--- config.mk ---
export PLATFORM = sky130hd
export DESIGN_NAME = keyword_substitution_cipher_core
export DESIGN_NICKNAME = d
export VERILOG_FILES = /design/src/rtl/ksc_pkg.sv /design/src/rtl/keyword_substitution_cipher_core.sv /design/src/rtl/ksc_place.sv
export SDC_FILE = /design/constraint.sdc
export NUM_CORES = 1
export LEC_CHECK = 0
export BUFFER_PORTS_ARGS = -buffer_cell sky130_fd_sc_hd__buf_2
export CAP_MARGIN = 20
export CORE_MARGIN = 2
export CORE_UTILIZATION = 55
export CTS_CLUSTER_DIAMETER = 30
export CTS_CLUSTER_SIZE = 40
export DETAILED_ROUTE_END_ITERATION = 10
export HOLD_SLACK_MARGIN = 0.02
export PLACE_DENSITY = 0.74
export SYNTH_ARGS = -nofsm -noshare
export SYNTH_HDL_FRONTEND = slang
export SYNTH_SLANG_ARGS = --single-unit
--- constraint.sdc ---
create_clock -name clk -period 5.87 [get_ports clk]
set_input_delay 0 -clock clk [delete_from_list [all_inputs] [get_ports clk]]
set_output_delay 0 -clock clk [all_outputs]
set_load 0.05 [all_outputs]
--- src/rtl/ksc_pkg.sv ---
// shared types, constants and helpers for the keyword substitution cipher
package ksc_pkg;

  localparam int LETTERS = 26;
  localparam int IDX_W = $clog2(LETTERS);
  localparam int FILL_W = $clog2(LETTERS + 1);
  localparam logic [7:0] UPPER_BASE = 8'd65;
  localparam logic [7:0] LOWER_BASE = 8'd97;
  localparam logic [IDX_W-1:0] LAST_IDX = IDX_W'(LETTERS - 1);

  typedef enum logic [1:0] {
    CMD_CLEAR = 2'd0,
    CMD_KEY   = 2'd1,
    CMD_END   = 2'd2,
    CMD_MSG   = 2'd3
  } cmd_t;

  typedef struct packed {
    logic             hit;
    logic [IDX_W-1:0] idx;
  } letter_t;

  // request to the placement unit
  typedef struct packed {
    logic             clear;
    logic             place;
    logic [IDX_W-1:0] idx;
    logic             rd_en;
    logic [IDX_W-1:0] rd_idx;
  } place_req_t;

  function automatic letter_t letter_of(input logic [7:0] c);
    letter_t    r;
    logic [7:0] du;
    logic [7:0] dl;
    du = c - UPPER_BASE;
    dl = c - LOWER_BASE;
    r.hit = 1'b0;
    r.idx = '0;
    if (c >= UPPER_BASE && du < 8'(LETTERS)) begin
      r.hit = 1'b1;
      r.idx = du[IDX_W-1:0];
    end else if (c >= LOWER_BASE && dl < 8'(LETTERS)) begin
      r.hit = 1'b1;
      r.idx = dl[IDX_W-1:0];
    end
    return r;
  endfunction

endpackage

--- src/rtl/keyword_substitution_cipher_core.sv ---
// top level of the keyword substitution cipher core
//
// one command channel: an item is a transfer when start is high and busy
// is low. cmd selects clear, keyword byte, end of keyword or message byte;
// char_in carries the byte.
// clear, keyword byte and message byte leave busy low, so items may
// follow back to back.
// end of keyword starts a walk over the letters A to Z that appends each
// unused one to the alphabet, one letter per cycle through the shared
// placement compare: busy is high for the walk, then the alphabet is
// complete. end of keyword on a complete alphabet does not start the walk.
// a message byte gives one result the cycle after its transfer: strobe is
// high for exactly one cycle with char_out and not_ready. the receiver
// cannot stall, so results are never held back.
// not_ready marks a message byte sent before the alphabet was complete;
// its byte then passes unchanged.
// keyword bytes after completion are ignored until a clear.
// reset clears the used mask, fill count and completion flag and leaves
// the block idle with no result pending.
module keyword_substitution_cipher_core (
  input  logic       clk,
  input  logic       rst,
  input  logic       start,
  output logic       busy,
  input  logic [1:0] cmd,
  input  logic [7:0] char_in,
  output logic       strobe,
  output logic [7:0] char_out,
  output logic       not_ready
);

  typedef enum logic [1:0] {
    ST_IDLE = 2'b01,
    ST_FILL = 2'b10
  } state_t;

  state_t                      state;
  state_t                      state_next;
  logic [ksc_pkg::IDX_W-1:0]   walk;
  logic                        complete;
  logic                        accept;
  ksc_pkg::cmd_t               op;
  ksc_pkg::letter_t            ltr;
  ksc_pkg::place_req_t         req;
  logic [ksc_pkg::IDX_W-1:0]   rd_data;
  logic [7:0]                  out_char;
  logic                        out_sub;

  assign accept = start && !busy;
  assign op = ksc_pkg::cmd_t'(cmd);
  assign ltr = ksc_pkg::letter_of(char_in);
  assign busy = (state == ST_FILL);

  always_comb begin
    req.clear = accept && (op == ksc_pkg::CMD_CLEAR);
    req.rd_en = accept && (op == ksc_pkg::CMD_MSG) && complete && ltr.hit;
    req.rd_idx = ltr.idx;
    if (state == ST_FILL) begin
      req.place = 1'b1;
      req.idx = walk;
    end else begin
      req.place = accept && (op == ksc_pkg::CMD_KEY) && !complete && ltr.hit;
      req.idx = ltr.idx;
    end
  end

  always_comb begin
    state_next = state;
    case (state)
      ST_IDLE: begin
        if (accept && op == ksc_pkg::CMD_END && !complete) begin
          state_next = ST_FILL;
        end
      end
      ST_FILL: begin
        if (walk == ksc_pkg::LAST_IDX) begin
          state_next = ST_IDLE;
        end
      end
      default: state_next = ST_IDLE;
    endcase
  end

  always_ff @(posedge clk) begin
    if (rst) begin
      state <= ST_IDLE;
      walk <= '0;
      complete <= 1'b0;
      strobe <= 1'b0;
    end else begin
      state <= state_next;
      strobe <= accept && (op == ksc_pkg::CMD_MSG);
      if (state == ST_FILL) begin
        walk <= walk + 1'b1;
        if (walk == ksc_pkg::LAST_IDX) begin
          complete <= 1'b1;
        end
      end else begin
        walk <= '0;
        if (req.clear) begin
          complete <= 1'b0;
        end
      end
    end
  end

  // result payload
  always_ff @(posedge clk) begin
    if (accept && op == ksc_pkg::CMD_MSG) begin
      out_char <= char_in;
      out_sub <= complete && ltr.hit;
      not_ready <= !complete;
    end
  end

  assign char_out = out_sub ? (ksc_pkg::UPPER_BASE + 8'(rd_data)) : out_char;

  ksc_place u_place (
    .clk     (clk),
    .rst     (rst),
    .req     (req),
    .rd_data (rd_data)
  );

  a_fill_start: assert property (@(posedge clk) disable iff (rst)
    accept && op == ksc_pkg::CMD_END && !complete |=> busy)
    else $error("end of keyword did not start the fill walk");

  a_strobe_src: assert property (@(posedge clk) disable iff (rst)
    strobe |-> $past(accept && op == ksc_pkg::CMD_MSG))
    else $error("result strobe without a message transfer");

  a_busy_incomplete: assert property (@(posedge clk) disable iff (rst)
    busy |-> !complete)
    else $error("fill walk running on a complete alphabet");

  a_complete_rise: assert property (@(posedge clk) disable iff (rst)
    $rose(complete) |-> $past(busy && walk == ksc_pkg::LAST_IDX))
    else $error("alphabet completed outside the end of the fill walk");

endmodule

--- src/rtl/ksc_place.sv ---
// placement unit: used mask, fill count and cipher alphabet memory
module ksc_place (
  input  logic                        clk,
  input  logic                        rst,
  input  ksc_pkg::place_req_t         req,
  output logic [ksc_pkg::IDX_W-1:0]   rd_data
);

  logic [ksc_pkg::LETTERS-1:0] used;
  logic [ksc_pkg::FILL_W-1:0]  fill;
  logic [ksc_pkg::IDX_W-1:0]   alphabet [ksc_pkg::LETTERS];
  logic                        do_place;

  // the one compare that decides whether a letter is appended
  assign do_place = req.place && !used[req.idx] &&
                    (fill < ksc_pkg::FILL_W'(ksc_pkg::LETTERS));

  always_ff @(posedge clk) begin
    if (rst) begin
      used <= '0;
      fill <= '0;
    end else if (req.clear) begin
      used <= '0;
      fill <= '0;
    end else if (do_place) begin
      used[req.idx] <= 1'b1;
      fill <= fill + 1'b1;
    end
  end

  always_ff @(posedge clk) begin
    if (do_place && !req.clear) begin
      alphabet[fill[ksc_pkg::IDX_W-1:0]] <= req.idx;
    end
    if (req.rd_en) begin
      rd_data <= alphabet[req.rd_idx];
    end
  end

endmodule
# --- Yosys cells after proc, flatten, opt, wreduce, memory -nomap -nowiden ---
# Memory sizes are Yosys's and may differ from the RTL's. A register that Yosys moved wholly into a read port is not among the register bits.
# Index checks and enable logic that the tools add are counted.
totals:
  elab_cells: 75
  ramBits: 130
  out_inout_bits: 11
  mem_count: 1
  inputBits: 13
  regBits: 50
memory_table:
  columns: ["name", "depth", "word_bits", "rd", "rd_ports_with_merged_regs", "wr", "line_no", "text"]
  rows:
  - ["u_place.alphabet", 26, 5, 1, 1, 1, "ksc_place.sv:11", "logic [ksc_pkg::IDX_W-1:0] alphabet [ksc_pkg::LETTERS];"]
classes:
  reduce_logical: 27
  addsub: 5
  bitwise_logic: 2
  muxes: 16
  eq_ne: 8
  order_cmp: 7
op_table:
  columns: ["op", "n"]
  rows:
  - ["26-bit OR", 1]
  - ["6-bit 2-to-1 mux", 3]
  - ["1-bit logical AND", 17]
  - ["8-bit by 7-bit greater-or-equal comparator with 1-bit output, second input constant", 2]
  - ["8-bit by 5-bit less-than comparator with 1-bit output, second input constant", 2]
  - ["8-bit by 7-bit subtractor with 8-bit output, second input constant", 2]
  - ["5-bit by 1-bit adder with 5-bit output, second input constant", 2]
  - ["7-bit by 5-bit adder with 8-bit output, first input constant", 1]
  - ["8-bit 2-to-1 mux", 1]
  - ["1-bit 2-to-1 mux", 7]
  - ["2-bit equality test, second input constant", 3]
  - ["5-bit by 6-bit less-than comparator with 1-bit output, second input constant", 1]
  - ["1-bit binary-select mux with 5-bit select", 1]
  - ["1-bit demux with 5-bit select", 1]
  - ["5-bit equality test, second input constant", 1]
  - ["5-bit by 1-bit greater-or-equal comparator with 1-bit output, second input constant", 1]
  - ["5-bit less-than comparator, second input constant", 1]
  - ["2-bit by 1-bit equality test with 1-bit output, second input constant", 2]
  - ["1-bit logical NOT", 4]
  - ["2-bit 2-to-1 mux", 2]
  - ["2-bit one-hot mux with 2 select lines", 1]
  - ["2-bit AND reduction", 2]
  - ["2-bit OR reduction", 2]
  - ["2-bit logical NOT", 1]
  - ["4 further kinds", 4]

# --- Longest topological paths before layout ---
# Gate-level depths: netlist of run 1.
logic_depth:
  ltp_word: 15
  ltp_mapped: 19
  depth_no_buf: 13

# --- Hierarchy ---
# A second synthesis of run 1 with hierarchy kept.
unflattened:
  cells_unflattened: 513
  area_unflattened_um2: 8122.8
modules_own_cells:
  columns: ["module", "area_each_um2", "cells_per_inst", "instances", "seq_area_each_um2"]
  rows:
  - ["ksc_place", 6970.4, 391, 1, 4674.5]
  - ["keyword_substitution_cipher_core", 1152.4, 122, 1, 480.5]

# --- Least setup slack after synthesis of run 1 ---
# Ideal clock, no wire load.
synth_path:
  path_type: "in2reg"
  startpoint: "in char_in[0]"
  endpoint: "mem u_place.alphabet[0][0] in the netlist's numbering, enable pin"
  t_arrival_ns: 4.050
  slack_ns: 1.556
  path_buffers: 3
  stages: 15
  path_cell_list: "clkbuf_1 > inv_1 > clkbuf_1 > ha_1 > o21ai_1 > a2111oi_4 > mux2i_1 > o31ai_1 > nand3_1 > o22ai_1 > a221oi_1 > and2_1 > buf_6 > nand2_1 > nor2_1"
synth_rtl:
  columns: ["element", "line_no", "text"]
  rows:
  - ["from (decl)", "keyword_substitution_cipher_core.sv:26", "input logic [7:0] char_in,"]
  - ["to (decl)", "ksc_place.sv:11", null]

# --- Final worst setup path of run 1 ---
layout_path:
  startpoint: "in char_in[1]"
  endpoint: "mem u_place.alphabet[0][3] in the netlist's numbering, enable pin"
layout_via:
  elab_chain_cells: 14
layout_lines:
  columns: ["element", "line_no", "text"]
  rows:
  - ["8-bit by 7-bit subtractor with 8-bit output", "ksc_pkg.sv:37", "dl = c - LOWER_BASE;"]
  - ["8-bit by 5-bit less-than comparator with 1-bit output", "ksc_pkg.sv:43", "end else if (c >= LOWER_BASE && dl < 8'(LETTERS)) begin"]
  - ["1-bit logical AND", "ksc_pkg.sv:43", null]
  - ["6-bit 2-to-1 mux", "ksc_pkg.sv:43", null]
  - ["6-bit 2-to-1 mux *", "ksc_pkg.sv:40", "if (c >= UPPER_BASE && du < 8'(LETTERS)) begin"]
  - ["6-bit 2-to-1 mux *", "keyword_substitution_cipher_core.sv:58", "if (state == ST_FILL) begin"]
  - ["1-bit binary-select mux with 5-bit select", "ksc_place.sv:15", "assign do_place = req.place && !used[req.idx] &&"]
  - ["1-bit 2-to-1 mux (implied by the code)", "ksc_place.sv:15", null]
  - ["1-bit logical NOT", "ksc_place.sv:15", null]
  - ["1-bit logical AND * (2 in a row)", "ksc_place.sv:15", null]
  - ["1-bit logical AND *", "ksc_place.sv:32", "if (do_place && !req.clear) begin"]
  - ["1-bit 2-to-1 mux *", "ksc_place.sv:32", null]
  - ["1-bit 2-to-1 mux (implied by the code) *", "ksc_place.sv:33", "alphabet[fill[ksc_pkg::IDX_W-1:0]] <= req.idx;"]
# Mark *: on every way between the ends. The rest lies on a longest branch, timed or not. The select of a mux whose other input is x is not followed.

==> results of run 1 <==
[cells by family (layout without fill, tap and decap cells)]
| kind of cell | after synthesis | after routing |
|---|---|---|
| buf+inv | 54 | 91 |
| flops | 185 | 185 |
| compound gates | 133 | 133 |
| simple gates | 262 | 262 |
| mux | 34 | 34 |
| xor+xnor | 10 | 10 |
| fa+ha+maj | 8 | 8 |
[metal layers]
metal  wire length [um]  vias to the layer above  GRT usage (%)
met5                  0                        -              0
met4                549                        0           10.4
met3               1390                       48           5.31
met2               8580                      290           37.3
met1               7850                     2764           32.1
li1                   -                     2604              -
[cell usage after synthesis, drive strengths merged, types with 3 or more instances]
library cell | count | area, um2
edfxtp | 145 | 4350
and2 | 3 | 18.8
a311oi | 5 | 43.8
a221oi | 14 | 123
o211ai | 6 | 45.0
mux2i | 32 | 320
o311ai | 6 | 52.6
nor2 | 89 | 334
o31a | 3 | 26.3
o21ai | 12 | 60.1
ha | 8 | 100
nor3 | 15 | 80.1
a21oi | 16 | 83.8
buf | 9 | 91.3
o22ai | 8 | 50.1
nand3 | 30 | 150
dfxtp | 40 | 801
nand3b | 5 | 37.5
nor2b | 3 | 18.8
or3 | 11 | 73.8
xnor2 | 6 | 52.6
and3 | 6 | 37.5
o31ai | 3 | 22.5
a211oi | 5 | 37.5
inv | 17 | 63.8
nand2 | 89 | 334
clkbuf | 28 | 106
nand2b | 5 | 31.3
a21o | 7 | 52.6
xor2 | 4 | 35.0
a31oi | 37 | 231
[placed cells by master, fill, tap and decap left out, drive strengths merged, types with 16 or more instances in the layout]
master	synthesis	routed
buf	9	31
nor2	89	89
nand2	89	89
edfxtp	145	145
inv	17	18
a21oi	16	16
dfxtp	40	40
clkbuf	28	18
mux2i	32	32
a31oi	37	37
nand3	30	30
[layout make-up]
class / count / share of cell area (%)
Inverter: 17 / 0.711
Clock inverter: 14 / 1.72
Tap cell: 184 / 2.57
Multi-Input combinational cell: 447 / 29.6
Timing Repair Buffer: 42 / 3.18
Clock buffer: 18 / 4.79
Sequential cell: 185 / 57.5
[flip-flops by register name, summed over array words and instances, names as in the netlist, 2 cells and up]
signal            cells
u_place.rd_data       5
walk                  5
u_place.fill          5
out_char              8
state                 2
u_place.alphabet    130
u_place.used         26
[critical path: stages]
cell	delay [ns]
dlygate4sd3_1	0.54
buf_2	0.16
inv_1	0.06
ha_1	0.29
o21ai_1	0.15
a2111oi_4	0.48
mux2i_1	0.56
o31a_1	0.54
inv_2	0.45
mux2i_1	0.26
o22ai_1	0.09
a221oi_1	0.39
and2_1	0.30
nand2_1	0.26
nor2_1	0.42
[final timing paths]
kind,start,to,slack [ns],cells after the start
hold reg to reg,u_place.used[5]$_SDFFE_PP0P_,u_place.used[5]$_SDFFE_PP0P_,0.48,2
hold / removal,cmd[0],state[1]$_SDFFE_PP0P_,0.06,5
setup reg to reg,state[0]$_SDFFE_PP1P_,u_place.alphabet[0][3]$_DFFE_PP_,1.40,12
setup / recovery,char_in[1],u_place.alphabet[0][3]$_DFFE_PP_,1.01,15
[power groups by stage]
stage / Clock, mW / Sequential [mW] / Combinational [mW]
final: 1.12 / 1.42 / 0.183
after global routing: 1.18 / 1.42 / 0.196
after CTS: 1.13 / 1.42 / 0.180
after detailed placement: 0 / 1.45 / 0.173
after global placement: 0 / 1.45 / 0.170
after floorplan: 0 / 1.45 / 0.120
[through the flow]
step,instances,util [%],hold WS (ns)
after floorplan,686,-,0.0724
after global placement,864,57.4,0.210
after detailed placement,864,57.4,0.214
after CTS,907,62.2,0.0453
after global routing,907,62.2,0.0561
final,907,62.2,0.0607
[what timing repair did]
action,in CTS,in global routing
resized for setup,0,0
hold endpoints to repair,11,0
hold buffers,11,0
==> metrics, run 1 <==
status=finished clean; DR iter-0 viols=722; worst slew pin tran=1.03 ns; Distinct cells, synth=55; DRT Wirelength=18400 um; Final WS setup=1.01 ns; # rows=44; Total Nets Final=731; GRT overflow=0; TritonCTS Buffers=17; fin. max-slew vios=0; multi-input logic area=2650 um2; Main synth FF type=edfxtp_1; clock tree buffer depth=2; f_max=about 210 MHz; GRT Total Usage=23.8%; vias in the first global route=between 5000 and 6000; initial antenna violation count=0; worst endpoint required time=~6.0 ns; Initial Util=55.9%; Mapped Cells=between 600 and 700; Max-Cap Viols=0; Area Growth Syn to Fin=11.3%; Post-Synthesis Cell Area=8060 um2; final setup vio count=0; startpoint types=input port; Post-Synth Adder-Cell Area=under 10%; die span in x=roughly 130 um; Design Area, Final=8970 um2; sequential share of power=roughly 52%; layout cell share with drive strength beyond 1=9.54%; clk root buf=clkbuf_16; total power draw=about 2.7 mW; number of synthesized flops with an enable pin=145; Synth Area in Compound Gates=around an eighth; vias per std cell=6.29; total vias in the final route=5706; clk_lat worst skew=0.43 ns; Detail Route Antenna Nets=0; core area=14400 um2; die area=around 16000 um2; clock power share=41.2%; minimum clock period=4.86 ns; Post-Synth XOR/XNOR Area=1.09%; Clock transition at path regs=about 0.060 ns; CTS tree=built; Ys Warns=0; drt wl/cell=20.3 um; syn nets=707; peak supply drop=between 0.2 and 0.25 mV; sw frac=a little over a fifth; H-tree Lvls=4; register area share after synthesis=64.0%; RSZ-0062 raised after global routing=no; final hold viol count=0; first-pass GRT wire length=28700 um; pwr dens=303 nW/um2; Register Area=5150 um2; DP Area=8280 um2; Avg Cell Area, Syn=11.7 um2; DP HPWL=approximately 12000 um; Ports=24; register bit count reported by yosys=between 150 and 200; post-route clock period utilization=approximately 83%; DR pass1 iterations=5; mux contribution to synthesized area=4.26%; largest net degree at the start of global routing=61; post-route setup TNS=0 ns; Crit Path Category=input port to register; largest family of logic cells by synthesized area=simple AND/OR/NAND/NOR gates; LEAKAGE=3.02 nW; filler instances=around 1100; Die Ht=125 um; Fin Clk Skew=0.00975 ns; DRC Markers=0; diode count=0; pre-CTS setup slack=0.885 ns; relative slew slack=31.5%; CP Capture Type=register; placer congestion estimate=0.888; Clock Sinks=185; ys async rst share=0%; number of port buffers=23; post-CTS setup buffers=0; post-synthesis simple-gate area fraction=between 10 and 15%; combinational power share=approximately 6.7%; Cell Int Power=2.13 mW; crit path max fanout=41; Worst Hold Class=input port to register; net switching power=between 0.5 and 0.6 mW; crit path DAT=approximately 5 ns
Note: power is estimated with default switching activity, not from simulation.
==> inputs of run 2 (changes only) <==
- clock period: 5.87 -> 5 ns (I/O delays scaled with it)
==> run 2 against run 1 <==
  * Non-clock buffer count is 4 higher
  * Core utilization is 0.70 points higher
  * Global-route usage is 0.55 points higher
  * Total power is 24% higher
  * Cell count is 0.33% higher
  * Sequential share of layout area is 0.64 points lower
  * Largest power group unchanged
==> metrics, run 2 (synthesis gave the netlist of run 1 again) <==
die span in x=125 um (unchanged); pre-CTS setup slack=0.579 ns (-0.306 ns); crit path max fanout=14 (-66%); first-pass GRT wire length=29100 um (+1.5%); filler instances=1086 (-0.092%); total power draw=3.37 mW (+24%); diode count=0 (unchanged); LEAKAGE=3.08 nW (+2.0%); relative slew slack=31.6% (+0.14 points); Clock Sinks=185 (unchanged); H-tree Lvls=4 (unchanged); commonest non-fill, non-tap cell in the layout=edfxtp_1; layout cell share with drive strength beyond 1=10.3% (+0.79 points); Worst Hold Class=input port to register; number of port buffers=23 (unchanged); CP Capture Type=register; Die Ht=125 um (unchanged); Fin Clk Skew=0.00801 ns (-0.00173 ns); RSZ-0062 raised after global routing=no; post-route clock period utilization=87.9%; GRT overflow=0 (unchanged); Final WS setup=0.605 ns (-0.404 ns); fin. max-slew vios=0 (unchanged); max FFs per register=130 (unchanged); worst slew pin tran=1.03 ns (-0.00215 ns); DP Area=8310 um2 (+0.36%); clk_lat worst skew=0.44 ns (about the same); DR pass1 iterations=5 (unchanged); DR iter-0 viols=776 (+7.5%); Design Area, Final=9070 um2 (+1.1%); CP cell instances=dlygate4sd3_1, buf_2, inv_1, ha_1, o21ai_1, a2111oi_4, mux2i_1, buf_4, o31a_1, inv_1, a21oi_1, a221oi_1, a2111oi_2, and2_1, nand2_1, nor2_1; most frequent cells in the layout=edfxtp_1 (145), nor2_1 (89), nand2_1 (89); # rows=44 (unchanged); Ports=24 (unchanged); worst endpoint required time=5.10 ns (-0.86 ns); minimum clock period=4.40 ns; drt wl/cell=20.4 um (+0.93%); vias in the first global route=5437 (-1.2%); Max-Cap Viols=0 (unchanged); initial antenna violation count=0 (unchanged); peak supply drop=0.268 mV (+16%); Critical Path Most Common Cell=inv_1; status=finished clean; clk root buf=clkbuf_16; CP max-delay cell=dlygate4sd3_1; DRC Markers=0 (unchanged); startpoint types=input port; Critical Path Max Stage Delay=0.53 ns (-0.03 ns); post-route setup TNS=0 ns (unchanged); largest net degree at the start of global routing=61 (unchanged); vias per std cell=6.18 (-1.7%); DP HPWL=11900 um (+0.32%); Clock transition at path regs=0.07 ns (about the same); final hold viol count=0 (unchanged); TritonCTS Buffers=17 (unchanged); Area Growth Syn to Fin=12.6%; f_max=228 MHz; core area=14400 um2 (unchanged); clock tree buffer depth=2 (unchanged); DRT Wirelength=18600 um (+1.3%); final setup vio count=0 (unchanged); Initial Util=55.9% (unchanged); CTS tree=built; pwr dens=371 nW/um2 (+22%); Total Nets Final=735 (+0.55%); Crit Path Category=input port to register; PostCTS Resize Cnt=0 (unchanged); placer congestion estimate=0.850 (-4.2%); Detail Route Antenna Nets=0 (unchanged); hold_ws=0.0759 ns (+0.0153 ns); die area=15600 um2 (unchanged); crit path DAT=4.49 ns (-0.46 ns); GRT Total Usage=24.3% (+0.55 points); total vias in the final route=5628 (-1.4%)
## run 2: metal layers
layer	vias up	track usage [%]	share of wire [%]
met5	-	0	0
met4	0	7.91	1.6
met3	29	5.86	6.8
met2	248	39.1	48
met1	2738	32.9	43
li1	2613	-	-
## run 2: report_power, final
part / total [mW] / internal (mW) / switching, mW
registers: 1.66 / 1.66 / 0.00224
clock network: 1.49 / 0.931 / 0.557
logic: 0.218 / 0.0673 / 0.150
## run 2: area by class of cell
class                   count  area [um2]  share of cell area, %
multi-input cells         447        2650                   29.2
flip-flops and latches    185        5150                   56.8
inverters                  17        63.8                  0.704
repair buffers             46         315                   3.48
clock inverters            13         225                   2.48
well taps                 184         230                   2.54
clock buffers              18         429                   4.73
## run 2: stage by stage
step / utilization (%) / std cells
2_1_floorplan: - / 686
3_3_place_gp: 57.6 / 868
3_5_place_dp: 57.6 / 868
4_1_cts: 62.9 / 910
5_1_grt: 62.9 / 910
6_report: 62.9 / 910
## run 2: critical path: cells and delay by family
family                     cells  cell delay, ns
AOI/OAI and AO/OA              6            1.75
buffers and inverters          5            1.24
and+or+nand+nor                3            0.97
adders and majority gates      1            0.29
muxes                          1            0.24
## run 2: path summary, 6_finish.rpt
check                                              startpoint                          endpoint  slack [ns]  cells after the start
worst min register to register  u_place.used[12]$_SDFFE_PP0P_     u_place.used[12]$_SDFFE_PP0P_        0.48                      2
worst min-delay path                                   cmd[0]      u_place.fill[2]$_SDFFE_PP0P_        0.08                      5
worst max-delay path                               char_in[1]  u_place.alphabet[6][3]$_DFFE_PP_        0.60                     16
worst max register to register          state[0]$_SDFFE_PP1P_  u_place.alphabet[6][3]$_DFFE_PP_        1.01                     13
## run 2: repair_timing
item	in CTS	in global routing
buffers inserted	0	0
hold buffers	11	0
setup endpoints to repair	0	0
hold endpoints to repair	11	0
